--- config.mk ---
export PLATFORM = sky130hd
export DESIGN_NAME = tfc_cfg
export DESIGN_NICKNAME = d
export VERILOG_FILES = /design/src/hw/rtl/tfc_pkg.sv /design/src/hw/rtl/tfc_cfg.sv
export SDC_FILE = /design/constraint.sdc
export NUM_CORES = 1
export LEC_CHECK = 0
export ABC_AREA = 1
export BUFFER_PORTS_ARGS = -buffer_cell sky130_fd_sc_hd__buf_2
export CORE_AREA = 3 3 65 67
export CTS_CLUSTER_DIAMETER = 80
export DETAILED_ROUTE_END_ITERATION = 10
export DIE_AREA = 0 0 68 70
export PLACE_DENSITY_LB_ADDON = 0.25
export SYNTH_ARGS = -nofsm -noshare
export SYNTH_HDL_FRONTEND = slang
export SYNTH_SLANG_ARGS = --single-unit
--- constraint.sdc ---
create_clock -name clk -period 1.05 [get_ports clk]
set_clock_uncertainty 0.1 [all_clocks]
set_input_delay 0.0525 -clock clk [delete_from_list [all_inputs] [get_ports clk]]
set_output_delay 0.0525 -clock clk [all_outputs]
set_load 0.01 [all_outputs]
--- src/hw/rtl/tfc_pkg.sv ---
// ----------------------------------------------------------------------------
// tfc_pkg
// Shared constants, register map and control types of the temporal frame
// combiner.
// ----------------------------------------------------------------------------
package tfc_pkg;

    // default sizes of the frame ring
    localparam int MAX_SLOTS_DEF        = 8;
    localparam int MAX_FRAME_PIXELS_DEF = 65536;

    // pixel format
    localparam int               PIX_W   = 8;
    localparam logic [PIX_W-1:0] PIX_MAX = 8'hFF;

    // configuration register widths
    localparam int CFG_SLOTS_W = 4;
    localparam int CFG_MODE_W  = 2;
    localparam int CFG_FRAME_W = 17;

    // apb port
    localparam int APB_ADDR_W = 4;
    localparam int APB_DATA_W = 32;
    localparam int REG_IDX_W  = 2;

    // register indexes (byte address divided by four)
    localparam logic [REG_IDX_W-1:0] REG_SLOTS_IN_USE = 2'd0;
    localparam logic [REG_IDX_W-1:0] REG_COMBINE_MODE = 2'd1;
    localparam logic [REG_IDX_W-1:0] REG_FRAME_PIXELS = 2'd2;

    // combine modes
    typedef enum logic [CFG_MODE_W-1:0] {
        MODE_MEAN = 2'd0,
        MODE_AND  = 2'd1,
        MODE_OR   = 2'd2,
        MODE_PASS = 2'd3
    } mode_t;

    // register reset values
    localparam logic [CFG_SLOTS_W-1:0] RST_SLOTS_IN_USE = 4'd5;
    localparam mode_t                  RST_COMBINE_MODE = MODE_MEAN;
    localparam logic [CFG_FRAME_W-1:0] RST_FRAME_PIXELS = 17'd65536;

    // register contents as seen by the datapath
    typedef struct packed {
        logic [CFG_SLOTS_W-1:0] slots_in_use;
        mode_t                  combine_mode;
        logic [CFG_FRAME_W-1:0] frame_pixels;
    } cfg_t;

    // controller to datapath commands
    typedef struct packed {
        logic accept;     // take a pixel, store it, set up the sweep
        logic sweep;      // read the next slot of the ring
        logic div_load;   // load the divider from the sum
        logic div_step;   // one restoring division step
        logic finish;     // load the output register
    } dp_cmd_t;

    // datapath to controller status
    typedef struct packed {
        logic n_zero;     // ring disabled, pixel passes through
        logic mean_mode;  // mean combine selected
        logic sweep_last; // current read is the last slot
        logic div_done;   // current step is the last division step
        logic out_busy;   // output register holds a result not yet taken
    } dp_status_t;

endpackage

--- src/hw/rtl/tfc_cfg.sv ---
// ----------------------------------------------------------------------------
// tfc_cfg
// APB register file: slot count, combine mode and frame size, with a restart
// pulse whenever the ring geometry is rewritten.
// ----------------------------------------------------------------------------
module tfc_cfg import tfc_pkg::*;
(
    input  logic                  clk,
    input  logic                  rst_n,
    input  logic                  psel,
    input  logic                  penable,
    input  logic                  pwrite,
    input  logic [APB_ADDR_W-1:0] paddr,
    input  logic [APB_DATA_W-1:0] pwdata,
    output logic [APB_DATA_W-1:0] prdata,
    output logic                  pready,
    output cfg_t                  cfg,
    output logic                  restart
);

    logic [CFG_SLOTS_W-1:0] slots_reg, slots_next;
    mode_t                  mode_reg, mode_next;
    logic [CFG_FRAME_W-1:0] frame_reg, frame_next;
    logic [REG_IDX_W-1:0]   reg_idx;
    logic                   wr_en;

    assign pready  = 1'b1;
    assign reg_idx = paddr[APB_ADDR_W-1:2];
    assign wr_en   = psel && penable && pwrite;

    // register write decode
    always_comb
    begin
        slots_next = slots_reg;
        mode_next  = mode_reg;
        frame_next = frame_reg;
        restart    = 1'b0;
        if (wr_en)
        begin
            case (reg_idx)
                REG_SLOTS_IN_USE:
                begin
                    slots_next = pwdata[CFG_SLOTS_W-1:0];
                    restart    = 1'b1;
                end
                REG_COMBINE_MODE:
                begin
                    mode_next = mode_t'(pwdata[CFG_MODE_W-1:0]);
                end
                REG_FRAME_PIXELS:
                begin
                    frame_next = pwdata[CFG_FRAME_W-1:0];
                    restart    = 1'b1;
                end
                default:
                begin
                    restart = 1'b0;
                end
            endcase
        end
    end

    always_ff @(posedge clk or negedge rst_n)
    begin
        if (!rst_n)
        begin
            slots_reg <= RST_SLOTS_IN_USE;
            mode_reg  <= RST_COMBINE_MODE;
            frame_reg <= RST_FRAME_PIXELS;
        end
        else
        begin
            slots_reg <= slots_next;
            mode_reg  <= mode_next;
            frame_reg <= frame_next;
        end
    end

    // register read mux
    always_comb
    begin
        case (reg_idx)
            REG_SLOTS_IN_USE: prdata = APB_DATA_W'(slots_reg);
            REG_COMBINE_MODE: prdata = APB_DATA_W'(mode_reg);
            REG_FRAME_PIXELS: prdata = APB_DATA_W'(frame_reg);
            default:          prdata = '0;
        endcase
    end

    assign cfg.slots_in_use = slots_reg;
    assign cfg.combine_mode = mode_reg;
    assign cfg.frame_pixels = frame_reg;

endmodule

==> impl_metrics.toml <==
[outcome]
outcome = "finished, violations left"
violations = "negative setup slack"

[synthesis]
synthTopCellsByArea = "dfrtp_1 40%, nand2_1 24%, buf_4 9.6%"
netlist.area_leader.share_pct = 40.2
synth_cell_types = 16
syn_inst = 170
ys_seq_area_share_pct = 46.5
yosys_warnings = 0
syn_avg_cell_area_um2 = 7.33
synth-seq-cells = 23
yosysTopAreaCell = "dfrtp_1"
mappedNetlistArea_um2 = 1250

[worst_setup_path]
cp-start-kind = "flip-flop"
worst-setup-path-type = "flip-flop to output port"
path_max_fanout = 2
cp.arrival_ps = 1060
endpoint_kind = "output port"
cp.required_ps = 900

[sta]
slew_viol_final = 0
hold_violations = 0
worstMarginPinSlew_ps = 505
setup_slack_ps = -158
rsz0062_at_grt = "yes"
finalSetupViolCount = 7
slew_headroom_pct = 66.3
finalCritPeriodShare_pct = 115
fmax_mhz = 828
period_minus_slack_ps = 1210

[route]
vias = 1254
wl_met1_um = 1390
drtAntennaViolNets = 0
routed_wl_um = 3320
wl_met2_um = 1670
post_drt_wl_per_cell_um = 10.5
top_layer = "met4"
drt_iter0_drc = 31
drc = 0
dr_wl_met3_um = 215
viasPerCell = 3.98
drt-pass1-iter-count = 4

[clock_tree]
worstSkewPairLatency_ps = 250
cts-root-buf = "clkbuf_8"
clkSlewWorstSetupHoldPaths_ps = 80
clock_path_buffers = 2
htreeDepth = 1
cts_buffers = 3
cts_tree = "yes"
clock_sinks = 23

[place]
port-buffer-count = 64
gp_congestion = 0.777
postPlaceCellArea_um2 = 1550
dp_hpwl_um = 2280
place_ws_ps = 54.7

[cells_and_area]
postLayoutCellArea_um2 = 1910
largest_reg_flops = 17
final_util_pct = 51.8
syn_to_final_growth_pct = 53.4
num-nets-final = 309
n_antenna_cell = 0
drive_gt1_share_pct = 35.2
layout_common_cells = "81 x nand2_1, 59 x buf_2, 20 x dfrtp_1"
final_common_cell = "nand2_1"

[die]
start_util_pct = 33.8
die_x_um = 68
coreArea_um2 = 3690
row_count = 22
ios = 98
die_area_um2 = 4760
dieHeight_um = 70

[power]
vdd_ir_drop_max_mv = 0.679
p_leak_nw = 1.17
p_per_area_nw_per_um2 = 1440

[global_routing]
grt_overflow_total = 0
first_global_vias = 1095
grtUsageTotal_pct = 13.8
antenna_found_initial = 0
grt_max_degree = 24
grt_pass1_wl_um = 5050

[job]
cap_violations = 0

[hold_path]
hold_path.class = "primary input to flip-flop"
where the power goes:
group / switching, mW / leakage [nW] / internal [mW]
combinational: 0.485 / 0.857 / 0.509
clock: 0.266 / 0.0228 / 0.270
sequential: 0.137 / 0.285 / 1.08
stage by stage:
step,TNS [ps],std cells,power [mW],hold slack (ps)
global placement,0,280,1.96,-40.0
CTS,-707,305,2.64,67.6
finish,-728,315,2.75,72.4
floorplan,0,184,1.65,-343
global route,-1810,315,2.96,103
detailed placement,0,280,1.98,-34.2
layout make-up:
type	count	area [um^2]
inverters	18	67.6
fillers	372	1780
well taps	48	60.1
repair buffers	98	656
multi-input cells	124	504
flip-flops and latches	23	579
clock buffers	4	45.0
critical path, cell delays in order (launching register included):
cell,delay (ps)
dfstp_2,540
nand2_1,60
nand3_1,80
buf_2,130
cell families after synthesis:
logic type	synth area share [%]
other cells	0.603
flops	46.5
compound gates	0.803
buf+inv	17.3
simple gates	34.8
cells in the mapped netlist (all sizes together):
cell type / number
inv: 18
o21ai: 2
conb: 2
nand2: 83
dfrtp: 20
buf: 19
dfstp: 3
nor2: 18
nand3: 5
final timing paths:
path	end	startpoint	cells after the start	slack (ps)
max	prdata[0]	slots_reg[0]	3	-160
min	mode_reg[0]	pwrite	5	70
max reg2reg	frame_reg[1]	frame_reg[1]	4	100
min reg2reg	slots_reg[2]	slots_reg[2]	2	380
max in group asynchronous	frame_reg[16]	rst_n	2	280
min in group asynchronous	slots_reg[3]	rst_n	2	210
metal layers:
layer	vias to the layer above	global-route usage, %
met4	0	5.30
li1	659	-
met1	543	18.3
met2	50	22.4
met5	-	0
met3	2	1.77
timing repair:
action                                  CTS  global route
endpoints found under the setup margin   16            21
pin swaps                                15             6
hold buffers                             18             0
endpoints found under the hold margin    43             0
gates resized for setup                   4             3
buffers inserted                          3            10
(Power assumes the default switching activity.)
