==> src/hw/rtl/tfc_pkg.sv <==
// ----------------------------------------------------------------------------
// tfc_pkg
// Shared constants, register map and control types of the temporal frame
// combiner.
// ----------------------------------------------------------------------------
package tfc_pkg;

    // default sizes of the frame ring
    localparam int MAX_SLOTS_DEF        = 8;
    localparam int MAX_FRAME_PIXELS_DEF = 65536;

    // pixel format
    localparam int               PIX_W   = 8;
    localparam logic [PIX_W-1:0] PIX_MAX = 8'hFF;

    // configuration register widths
    localparam int CFG_SLOTS_W = 4;
    localparam int CFG_MODE_W  = 2;
    localparam int CFG_FRAME_W = 17;

    // apb port
    localparam int APB_ADDR_W = 4;
    localparam int APB_DATA_W = 32;
    localparam int REG_IDX_W  = 2;

    // register indexes (byte address divided by four)
    localparam logic [REG_IDX_W-1:0] REG_SLOTS_IN_USE = 2'd0;
    localparam logic [REG_IDX_W-1:0] REG_COMBINE_MODE = 2'd1;
    localparam logic [REG_IDX_W-1:0] REG_FRAME_PIXELS = 2'd2;

    // combine modes
    typedef enum logic [CFG_MODE_W-1:0] {
        MODE_MEAN = 2'd0,
        MODE_AND  = 2'd1,
        MODE_OR   = 2'd2,
        MODE_PASS = 2'd3
    } mode_t;

    // register reset values
    localparam logic [CFG_SLOTS_W-1:0] RST_SLOTS_IN_USE = 4'd5;
    localparam mode_t                  RST_COMBINE_MODE = MODE_MEAN;
    localparam logic [CFG_FRAME_W-1:0] RST_FRAME_PIXELS = 17'd65536;

    // register contents as seen by the datapath
    typedef struct packed {
        logic [CFG_SLOTS_W-1:0] slots_in_use;
        mode_t                  combine_mode;
        logic [CFG_FRAME_W-1:0] frame_pixels;
    } cfg_t;

    // controller to datapath commands
    typedef struct packed {
        logic accept;     // take a pixel, store it, set up the sweep
        logic sweep;      // read the next slot of the ring
        logic div_load;   // load the divider from the sum
        logic div_step;   // one restoring division step
        logic finish;     // load the output register
    } dp_cmd_t;

    // datapath to controller status
    typedef struct packed {
        logic n_zero;     // ring disabled, pixel passes through
        logic mean_mode;  // mean combine selected
        logic sweep_last; // current read is the last slot
        logic div_done;   // current step is the last division step
        logic out_busy;   // output register holds a result not yet taken
    } dp_status_t;

endpackage

==> src/hw/rtl/tfc_ctrl.sv <==
// ----------------------------------------------------------------------------
// tfc_ctrl
// Sequencer for one pixel: store, sweep the ring slots when the ring is on,
// divide for the mean, then hand the result to the output register.
// ----------------------------------------------------------------------------
module tfc_ctrl import tfc_pkg::*;
(
    input  logic       clk,
    input  logic       rst_n,
    input  logic       in_valid,
    output logic       in_ready,
    output dp_cmd_t    cmd,
    input  dp_status_t status
);

    typedef enum logic [5:0] {
        S_IDLE     = 6'b000001,
        S_SWEEP    = 6'b000010,
        S_DRAIN    = 6'b000100,
        S_DIV_LOAD = 6'b001000,
        S_DIV      = 6'b010000,
        S_FINISH   = 6'b100000
    } ctrl_state_t;

    ctrl_state_t state_reg, state_next;

    // next state and commands
    always_comb
    begin
        state_next = state_reg;
        cmd        = '0;
        in_ready   = 1'b0;
        case (state_reg)
            S_IDLE:
            begin
                in_ready = 1'b1;
                if (in_valid)
                begin
                    cmd.accept = 1'b1;
                    state_next = status.n_zero ? S_FINISH : S_SWEEP;
                end
            end
            S_SWEEP:
            begin
                cmd.sweep = 1'b1;
                if (status.sweep_last)
                begin
                    state_next = S_DRAIN;
                end
            end
            S_DRAIN:
            begin
                // last read data is folded into the accumulators here
                state_next = status.mean_mode ? S_DIV_LOAD : S_FINISH;
            end
            S_DIV_LOAD:
            begin
                cmd.div_load = 1'b1;
                state_next   = S_DIV;
            end
            S_DIV:
            begin
                cmd.div_step = 1'b1;
                if (status.div_done)
                begin
                    state_next = S_FINISH;
                end
            end
            S_FINISH:
            begin
                if (!status.out_busy)
                begin
                    cmd.finish = 1'b1;
                    state_next = S_IDLE;
                end
            end
            default:
            begin
                state_next = S_IDLE;
            end
        endcase
    end

    always_ff @(posedge clk or negedge rst_n)
    begin
        if (!rst_n)
        begin
            state_reg <= S_IDLE;
        end
        else
        begin
            state_reg <= state_next;
        end
    end

endmodule

==> config.mk <==
export PLATFORM = sky130hd
export DESIGN_NAME = tfc_ctrl
export DESIGN_NICKNAME = d
export VERILOG_FILES = /design/src/hw/rtl/tfc_pkg.sv /design/src/hw/rtl/tfc_ctrl.sv
export SDC_FILE = /design/constraint.sdc
export NUM_CORES = 1
export LEC_CHECK = 0
export BUFFER_PORTS_ARGS = -buffer_cell sky130_fd_sc_hd__buf_4
export CAP_MARGIN = 30
export CORE_AREA = 2 2 39 41
export DETAILED_ROUTE_END_ITERATION = 10
export DIE_AREA = 0 0 41 43
export GPL_TIMING_DRIVEN = 0
export SYNTH_ARGS = -nofsm -noshare
export SYNTH_HDL_FRONTEND = slang
export SYNTH_SLANG_ARGS = --single-unit
==> constraint.sdc <==
create_clock -name clk -period 1.3 [get_ports clk]
set_input_delay 0.065 -clock clk [delete_from_list [all_inputs] [get_ports clk]]
set_output_delay 0.065 -clock clk [all_outputs]
set_load 0.01 [all_outputs]
==> results of run 1 <==
-- power breakdown --
part | leakage [nW] | internal, mW | switching, mW
logic | 0.247 | 0.396 | 0.372
clock network | 0.0150 | 0.116 | 0.0671
registers | 0.0756 | 0.249 | 0.0583
-- synth_stat cells (2+ instances only) --
master	count	share of area (%)
or3b_1	2	3.7
buf_6	3	7.2
nor2_1	3	2.4
inv_1	2	1.6
a21oi_1	2	2.1
o21ai_2	2	3.7
nor3_1	2	2.1
nor4_1	2	2.7
nand2_1	4	3.2
o21ai_0	2	2.1
nor2b_1	2	2.7
nor3b_1	2	3.2
dfrtp_1	5	27
-- kinds of logic (layout without fill, tap and decap cells) --
group	Yosys count	count (layout)	share of synthesized area [%]
buffers and inverters	5	33	8.78
xor gates and xnor gates	1	1	1.86
DFF	6	6	32.2
AOI/OAI and AO/OA	12	12	19.4
and+or+nand+nor	26	26	37.8
-- metal layers --
layer / share of wire (%) / up-vias
li1: - / 244
met4: 0 / 0
met5: 0 / -
met1: 45 / 235
met2: 50 / 16
met3: 4.7 / 0
-- path summary, 6_finish.rpt --
kind	to	slack, ps
worst max register to register	state_reg[5]$_DFFE_PN0P_	-120
min in group asynchronous	state_reg[1]$_DFFE_PN0P_	170
worst min register to register	state_reg[2]$_DFFE_PN0P_	610
worst max-delay path	cmd[2]	-160
max in group asynchronous	state_reg[0]$_DFFE_PN1P_	930
worst min-delay path	state_reg[0]$_DFFE_PN1P_	10
-- metrics by stage --
step | setup slack, ps | TNS (ps) | area, sq um | utilization (%) | std cells
3_5_place_dp | -158 | -637 | 592 | 42.8 | 79
5_1_grt | -222 | -1750 | 753 | 54.4 | 94
3_3_place_gp | -135 | -590 | 592 | 42.8 | 79
2_1_floorplan | 0.0401 | 0 | 474 | - | 50
4_1_cts | -201 | -1420 | 727 | 52.5 | 92
6_report | -157 | -995 | 753 | 54.4 | 94
-- what timing repair did --
action / CTS / global route
endpoints found under the setup margin: 11 / 11
hold buffers: 1 / 0
gates resized for setup: 9 / 4
endpoints found under the hold margin: 6 / 0
pin swaps: 7 / 5
setup buffers: 8 / 1
gates cloned: 0 / 1
-- worst register-to-register path: cells and delay by family, from the launching register on --
| family | cells | cell delay (ps) |
|---|---|---|
| buf+inv | 1 | 150 |
| flops | 1 | 410 |
| compound gates | 3 | 430 |
| simple gates | 1 | 360 |
-- final cells by class --
type / instances / area share [%]
Clock buffer: 4 / 3.49
Inverter: 2 / 0.997
Tap cell: 16 / 2.66
Multi-Input combinational cell: 39 / 43.0
Timing Repair Buffer: 24 / 24.9
Buffer: 3 / 4.49
Sequential cell: 6 / 20.4
==> results.py, run 1 <==
metrics = {
    "run_status": {
        "status": "finished, violations left",
        "violations_in_the_final_reports": "negative setup slack",
    },
    "clock_tree": {
        "cts.path.max_buffers": 2,
        "clock_tree_from_tritoncts": "done",
        "worst_skew_pair.late_latency_ps": 240,
        "cts.root.buffer_cell": "clkbuf_4",
        "clkTransAtPathRegs_ps": 50,
        "numCtsBuffers": 3,
        "htree_num_levels": 1,
        "cts_num_sinks": 6,
    },
    "sta": {
        "pin_slew_with_the_least_headroom_to_its_limit_ps": 422,
        "timing.final.crit_share_pct": 112,
        "rsz0062_at_grt": "yes",
        "report.final.hold_viol_count": 0,
        "worst_slack_ps": -157,
        "highest_achievable_clock_rate_mhz": 686,
        "layout_min_cycle_time_ps": 1460,
        "relSlewSlack_pct": 71.6,
        "fin_skew_ps": 1.15,
        "finalSetupViolCount": 10,
        "hold-worst-slack_ps": 14.3,
        "finalMaxSlewViolations": 0,
    },
    "global_routing": {
        "grt_pass1_wl_um": 1820,
        "global_route_met2_usage_pct": 24.7,
        "initial_antenna_violation_count": 0,
        "gr-usage-met3_pct": 4.71,
        "first_global_vias": 407,
        "globalRoute.busiestLayer": "met2",
        "global_route.usage.total_pct": 15.7,
        "pin_count_of_the_biggest_net_entering_global_routing": 11,
        "global_route.usage.met1_pct": 20.2,
        "grt_remaining_overflow": 0,
    },
    "setup_path": {
        "cpMaxStageDelayCell": "dfrtp_1",
        "crit_start": "state_reg[1]$_DFFE_PN0P_",
        "crit_path_max_fanout": 5,
        "path_depth": 3,
        "arrival_ps": 1390,
        "required_time_worst_endpoint_ps": 1240,
        "worstRegToRegCells": 5,
        "timing.setup.critical_path_class": "register to output pin",
        "timing.critical_path.max_delay_family": "simple AND/OR/NAND/NOR gates",
        "r2r_start": "state_reg[2]$_DFFE_PN0P_",
        "cp-end-kind": "output pin",
        "timing.critical_path.slowest_cell_delay_ps": 420,
        "crit_path_cell_trace": "or3_4 -> nor3_2 -> buf_4",
        "cp_num_buf_inv": 1,
        "timing.critical_path.from_type": "register",
    },
    "route": {
        "vias": 495,
        "count_of_tritonroute_iterations_in_the_first_routing_pass": 4,
        "drt_drc_violations_left": 0,
        "routed_via_density": 5.27,
        "detail_route.wirelength_um": 1280,
        "avgRoutedWirePerCell_um": 13.6,
        "drt.antenna.violating_nets": 0,
        "drtIter0Drc": 17,
    },
    "cells_and_area": {
        "fillCellCount": 137,
        "multiInputGateArea_sq_um": 324,
        "final_layout_size_suffix_gt1_share_pct": 60.3,
        "antenna-diode-count": 0,
        "layout.area.seq_sq_um": 154,
        "mostFrequentLayoutCell": "buf_4",
        "synthToLayoutAreaGrowth_pct": 60.1,
        "mostFrequentLayoutCells": "buf_4, buf_6, clkbuf_4, dfrtp_1",
        "largest_reg_flops": 6,
        "num-nets-final": 87,
    },
    "place": {
        "dp_hpwl_um": 806,
        "place.gp.congestion": 0.702,
        "portBuffers": 13,
    },
    "run": {
        "cap_viol_max_count": 0,
    },
    "yosys": {
        "synth_top_flop_cell": "dfrtp_1",
        "synthesis.area_per_instance_sq_um": 9.41,
        "synth.net_count": 58,
        "synthesized_cell_area_sq_um": 470,
        "synth-seq-cells": 6,
        "synth_cells": 50,
        "seq_total_area_yosys_pct": 32.2,
        "synth_async_sr_flop_share_pct": 100,
        "count_of_cell_types_in_the_netlist": 30,
        "synth-warning-count": 0,
        "synth_enable_flop_cells": 0,
    },
    "floorplanning": {
        "number_of_primary_i_o_pins": 14,
        "initial_core_util_pct": 34.0,
        "dieArea_sq_um": 1760,
        "placeableCoreArea_sq_um": 1380,
        "die_h_um": 43,
        "core.rowCount": 14,
        "floorplan.die.width_um": 41,
    },
    "power_and_ir_drop": {
        "p_per_area_nw_per_um2": 1670,
        "total_power_mw": 1.26,
        "max-vdd-ir-drop_v": 0.00110,
        "p_leak_nw": 0.338,
    },
    "min_path": {
        "min-delay-start": "in_valid",
        "min-delay-path-class": "input port to register",
        "instance_count_along_the_most_critical_hold_path": 2,
    },
}
No activity file was read; power rests on OpenSTA's default activity.
==> run 2, diff against run 1 <==
==> constraint.sdc (replaced) <==
create_clock -name clk -period 1.4 [get_ports clk]
set_input_delay 0.07 -clock clk [delete_from_list [all_inputs] [get_ports clk]]
set_output_delay 0.07 -clock clk [all_outputs]
set_load 0.01 [all_outputs]
==> run 2 against run 1 <==
The run still ends with negative setup slack left. Core utilization is 3.1 points lower. Sequential share of layout area increased by 1.2 points. Setup slack improved by 96 ps. Via count decreased by 7.5%. Final area shrank 5.6%. Clock skew up 8.2 ps. Clock power shrank 4%. Combinational power fell by 14%. Routed wire length down 14%. Largest cell class unchanged. Largest power group unchanged.
==> results.py, run 2 (same netlist as run 1, synthesis figures left out) <==
metrics = {
    "clock_tree": {
        "cts_num_sinks": 6,
        "htree_num_levels": 1,
        "clock_tree_from_tritoncts": "done",
        "clkTransAtPathRegs_ps": 40,
        "cts.root.buffer_cell": "clkbuf_4",
        "numCtsBuffers": 3,
        "worst_skew_pair.late_latency_ps": 250,
        "cts.path.max_buffers": 2,
    },
    "global_routing": {
        "global_route.usage.total_pct": 14.8,
        "grt_remaining_overflow": 0,
        "pin_count_of_the_biggest_net_entering_global_routing": 11,
        "first_global_vias": 421,
        "initial_antenna_violation_count": 0,
        "grt_pass1_wl_um": 1730,
    },
    "setup_path": {
        "r2r_end": "state_reg[1]$_DFFE_PN0P_",
        "r2r_start": "state_reg[5]$_DFFE_PN0P_",
        "timing.critical_path.from_type": "register",
        "cpMaxStageDelayCell": "dfrtp_2",
        "required_time_worst_endpoint_ps": 1330,
        "arrival_ps": 1390,
        "cp-end-kind": "output pin",
        "destination_of_the_critical_timing_path": "in_ready",
        "crit_start": "state_reg[5]$_DFFE_PN0P_",
        "crit_path_cell_trace": "nor4_4 -> nand2_2 -> inv_2 -> buf_6",
        "worstRegToRegCells": 4,
        "worst-r2r-setup-slack_ps": -40,
        "timing.critical_path.slowest_cell_delay_ps": 430,
        "timing.setup.critical_path_class": "register to output pin",
        "crit_path_max_fanout": 4,
    },
    "route": {
        "drtIter0Drc": 8,
        "drt.antenna.violating_nets": 0,
        "vias": 458,
        "detail_route.wirelength_um": 1100,
        "drt_drc_violations_left": 0,
        "avgRoutedWirePerCell_um": 12.2,
        "count_of_tritonroute_iterations_in_the_first_routing_pass": 4,
        "routed_via_density": 5.09,
    },
    "run_status": {
        "status": "finished, violations left",
        "violations_in_the_final_reports": "negative setup slack",
    },
    "cells_and_area": {
        "mostFrequentLayoutCells": "buf_4, buf_6",
        "largest_reg_flops": 6,
        "synthToLayoutAreaGrowth_pct": 51.1,
        "antenna-diode-count": 0,
        "final_layout_size_suffix_gt1_share_pct": 54.1,
        "mostFrequentLayoutCell": "buf_4",
        "num-nets-final": 83,
    },
    "floorplanning": {
        "floorplan.die.width_um": 41,
        "placeableCoreArea_sq_um": 1380,
        "initial_core_util_pct": 34.0,
        "number_of_primary_i_o_pins": 14,
        "die_h_um": 43,
        "dieArea_sq_um": 1760,
        "core.rowCount": 14,
    },
    "place": {
        "portBuffers": 13,
        "pre_cts_ws_ps": -111,
        "dp_hpwl_um": 769,
        "place.gp.congestion": 0.701,
    },
    "min_path": {
        "min-delay-path-class": "input port to register",
    },
    "sta": {
        "worst_slack_ps": -61.5,
        "setup-tns-final_ps": -264,
        "pin_slew_with_the_least_headroom_to_its_limit_ps": 330,
        "relSlewSlack_pct": 77.9,
        "highest_achievable_clock_rate_mhz": 684,
        "finalSetupViolCount": 7,
        "timing.final.crit_share_pct": 104,
        "report.final.hold_viol_count": 0,
        "layout_min_cycle_time_ps": 1460,
        "rsz0062_at_grt": "yes",
        "finalMaxSlewViolations": 0,
        "fin_skew_ps": 9.40,
    },
    "power_and_ir_drop": {
        "p_per_area_nw_per_um2": 1580,
        "max-vdd-ir-drop_v": 0.000952,
        "p_leak_nw": 0.312,
    },
    "run": {
        "cap_viol_max_count": 0,
    },
}
==> run 2: layout make-up <==
class | instances | area (sq um)
plain buffers | 3 | 33.8
clock buffers | 4 | 26.3
fillers | 128 | 673
inverters | 2 | 7.51
multi-input cells | 39 | 307
flip-flops and latches | 6 | 154
well taps | 16 | 20.0
repair buffers | 20 | 163
==> run 2: critical path, delay by kind of cell (launching register included) <==
| family | cells | cell delay [ps] |
|---|---|---|
| buf+inv | 2 | 190 |
| simple gates | 2 | 530 |
| flops | 1 | 430 |
==> run 2: how the worst min path moves through the flow <==
stage	cells after the start	start	end
finish	2	status[4]	state_reg[1]$_DFFE_PN0P_
global placement	1	rst_n	state_reg[3]$_DFFE_PN0P_
floorplan	0	rst_n	state_reg[1]$_DFFE_PN0P_
detailed placement	1	rst_n	state_reg[4]$_DFFE_PN0P_
global route	2	status[4]	state_reg[1]$_DFFE_PN0P_
CTS	2	status[4]	state_reg[1]$_DFFE_PN0P_
==> run 2: per-layer routing <==
layer	global-route usage, %	vias to the layer above	share of wire [%]
met1	18.8	213	44
met5	0	-	0
met3	7.85	0	6.1
met2	22.2	13	50
met4	2.00	0	0
li1	-	232	-
==> run 2: where the power goes <==
group / total (mW) / internal (mW) / leakage, nW / switching, mW
logic: 0.663 / 0.348 / 0.222 / 0.316
clock network: 0.176 / 0.108 / 0.0150 / 0.0673
registers: 0.286 / 0.231 / 0.0756 / 0.0551
total: 1.12 / 0.687 / 0.312 / 0.438
==> run 2: per-stage QoR <==
step	std cells	cell area (sq um)	hold WS (ps)	total power [mW]	util (%)
final	90	711	26.0	1.12	51.4
after global routing	90	711	20.9	1.21	51.4
after CTS	88	679	7.49	1.08	49.1
after detailed placement	79	588	-120	0.774	42.5
after global placement	79	588	-121	0.779	42.5
after floorplan	50	470	-226	0.632	-
==> run 2: repair_timing <==
action | in CTS | in global routing
hold buffers | 2 | 0
endpoints found under the setup margin | 9 | 11
resized for setup | 7 | 4
setup buffers | 3 | 2
pin swaps | 3 | 6
endpoints found under the hold margin | 7 | 0
==> run 3, diff against run 2 <==
--- a/config.mk
+++ b/config.mk
@@ -14,3 +14,4 @@
 export SYNTH_ARGS = -nofsm -noshare
 export SYNTH_HDL_FRONTEND = slang
 export SYNTH_SLANG_ARGS = --single-unit
+export TNS_END_PERCENT = 20
==> run 3 against run 2 <==
The flow still finishes with violations (negative setup slack). Maximum frequency about the same. Count of clock-buffer cells in the layout unchanged. Critical path depth down 1. Non-clock buffer count down 2. Power down 3.7%. Clock skew about the same. Highest routed layer unchanged.
==> results.py, run 3 (same netlist as run 1, synthesis figures left out) <==
metrics = {
    "power_and_ir_drop": {
        "p_leak_nw": 0.304,
        "p_per_area_nw_per_um2": 1560,
        "max-vdd-ir-drop_v": 0.000953,
    },
    "sta": {
        "rsz0062_at_grt": "yes",
        "layout_min_cycle_time_ps": 1460,
        "pin_slew_with_the_least_headroom_to_its_limit_ps": 336,
        "relSlewSlack_pct": 77.4,
        "highest_achievable_clock_rate_mhz": 685,
        "timing.final.crit_share_pct": 104,
        "report.final.hold_viol_count": 0,
        "hold-worst-slack_ps": 24.9,
        "finalSetupViolCount": 9,
        "fin_skew_ps": 9.34,
        "finalMaxSlewViolations": 0,
        "worst_slack_ps": -60.3,
    },
    "setup_path": {
        "timing.setup.critical_path_class": "register to output pin",
        "arrival_ps": 1390,
        "r2r_start": "state_reg[5]$_DFFE_PN0P_",
        "cp-end-kind": "output pin",
        "timing.critical_path.slowest_cell_delay_ps": 430,
        "worstRegToRegCells": 4,
        "worst-r2r-setup-slack_ps": -40,
        "crit_path_max_fanout": 4,
        "required_time_worst_endpoint_ps": 1330,
        "cpMaxStageDelayCell": "dfrtp_2",
        "timing.critical_path.from_type": "register",
        "r2r_end": "state_reg[1]$_DFFE_PN0P_",
        "crit_path_cell_trace": "nor4_4 -> and3_1 -> buf_4",
    },
    "min_path": {
        "holdPathEnd": "state_reg[1]$_DFFE_PN0P_",
        "min-delay-start": "status[4]",
        "min-delay-path-class": "input port to register",
        "instance_count_along_the_most_critical_hold_path": 2,
    },
    "cells_and_area": {
        "fillCellCount": 132,
        "post-route-util_pct": 50.3,
        "synthToLayoutAreaGrowth_pct": 47.9,
        "num-nets-final": 81,
        "antenna-diode-count": 0,
        "largest_reg_flops": 6,
        "final_layout_size_suffix_gt1_share_pct": 52.8,
        "mostFrequentLayoutCell": "buf_4",
        "mostFrequentLayoutCells": "buf_4, buf_6",
    },
    "route": {
        "count_of_tritonroute_iterations_in_the_first_routing_pass": 4,
        "routed_via_density": 5.08,
        "vias": 447,
        "detail_route.wirelength_um": 1060,
        "avgRoutedWirePerCell_um": 12.1,
        "drtIter0Drc": 9,
        "drt.antenna.violating_nets": 0,
        "drt_drc_violations_left": 0,
    },
    "clock_tree": {
        "htree_num_levels": 1,
        "numCtsBuffers": 3,
        "cts.path.max_buffers": 2,
        "clock_tree_from_tritoncts": "done",
        "worst_skew_pair.late_latency_ps": 250,
        "clkTransAtPathRegs_ps": 40,
        "cts_num_sinks": 6,
        "cts.root.buffer_cell": "clkbuf_4",
    },
    "global_routing": {
        "global_route.usage.total_pct": 14.6,
        "grt_remaining_overflow": 0,
        "pin_count_of_the_biggest_net_entering_global_routing": 11,
        "initial_antenna_violation_count": 0,
        "grt_pass1_wl_um": 1700,
        "first_global_vias": 407,
    },
    "run_status": {
        "status": "finished, violations left",
        "violations_in_the_final_reports": "negative setup slack",
    },
    "run": {
        "cap_viol_max_count": 0,
    },
    "floorplanning": {
        "number_of_primary_i_o_pins": 14,
        "initial_core_util_pct": 34.0,
        "dieArea_sq_um": 1760,
        "placeableCoreArea_sq_um": 1380,
        "floorplan.die.width_um": 41,
        "core.rowCount": 14,
        "die_h_um": 43,
    },
    "place": {
        "pre_cts_ws_ps": -111,
        "portBuffers": 13,
        "dp_hpwl_um": 769,
        "place.gp.congestion": 0.701,
    },
}
-- run 3: worst max path at each step --
| stage | slack [ps] | from | end | depth (start not counted) |
|---|---|---|---|---|
| floorplan | 70 | state_reg[5]$_DFFE_PN0P_ | state_reg[1]$_DFFE_PN0P_ | 4 |
| global placement | -100 | state_reg[5]$_DFFE_PN0P_ | state_reg[1]$_DFFE_PN0P_ | 4 |
| detailed placement | -110 | state_reg[5]$_DFFE_PN0P_ | state_reg[1]$_DFFE_PN0P_ | 4 |
| CTS | -130 | state_reg[3]$_DFFE_PN0P_ | cmd[4] | 4 |
| global route | -120 | state_reg[5]$_DFFE_PN0P_ | cmd[3] | 4 |
| finish | -60 | state_reg[5]$_DFFE_PN0P_ | cmd[4] | 3 |
-- run 3: power breakdown --
group          internal [mW]  leakage [nW]  switching, mW
Sequential             0.231        0.0756         0.0542
Combinational          0.315         0.213          0.306
Clock                  0.108        0.0150         0.0685
-- run 3: metrics by stage --
step | std cells | setup TNS, ps | power, mW | area, sq um
floorplan | 50 | 0 | 0.632 | 470
global placement | 79 | -347 | 0.779 | 588
detailed placement | 79 | -410 | 0.774 | 588
CTS | 87 | -701 | 1.05 | 672
global route | 88 | -982 | 1.16 | 696
finish | 88 | -319 | 1.08 | 696
-- run 3: cell type report --
type                            instances  area, sq um  area share, %
Tap cell                               16         20.0           2.88
Buffer                                  3         33.8           4.86
Sequential cell                         6          154           22.1
Inverter                                2         7.51           1.08
Timing Repair Buffer                   18          148           21.2
Clock buffer                            4         26.3           3.78
Multi-Input combinational cell         39          307           44.1
-- run 3: worst max-delay path: cells and delay by family (launching register included) --
kind          cells  cell delay [ps]
simple gates      2              600
buf+inv           1              120
flops             1              430
-- run 3: routing by layer --
| metal | global-route usage [%] | up-vias | wire length, um |
|---|---|---|---|
| met3 | 7.85 | 0 | 60 |
| met2 | 21.6 | 15 | 520 |
| met4 | 2.00 | 0 | 0 |
| met1 | 18.8 | 202 | 482 |
| met5 | 0 | - | 0 |
| li1 | - | 230 | - |
-- run 3: what timing repair did --
action,in CTS,in global routing
buffers inserted,2,1
pin swaps,3,4
setup endpoints to repair,9,11
hold endpoints to repair,7,0
resized for setup,7,4
hold buffers,2,0
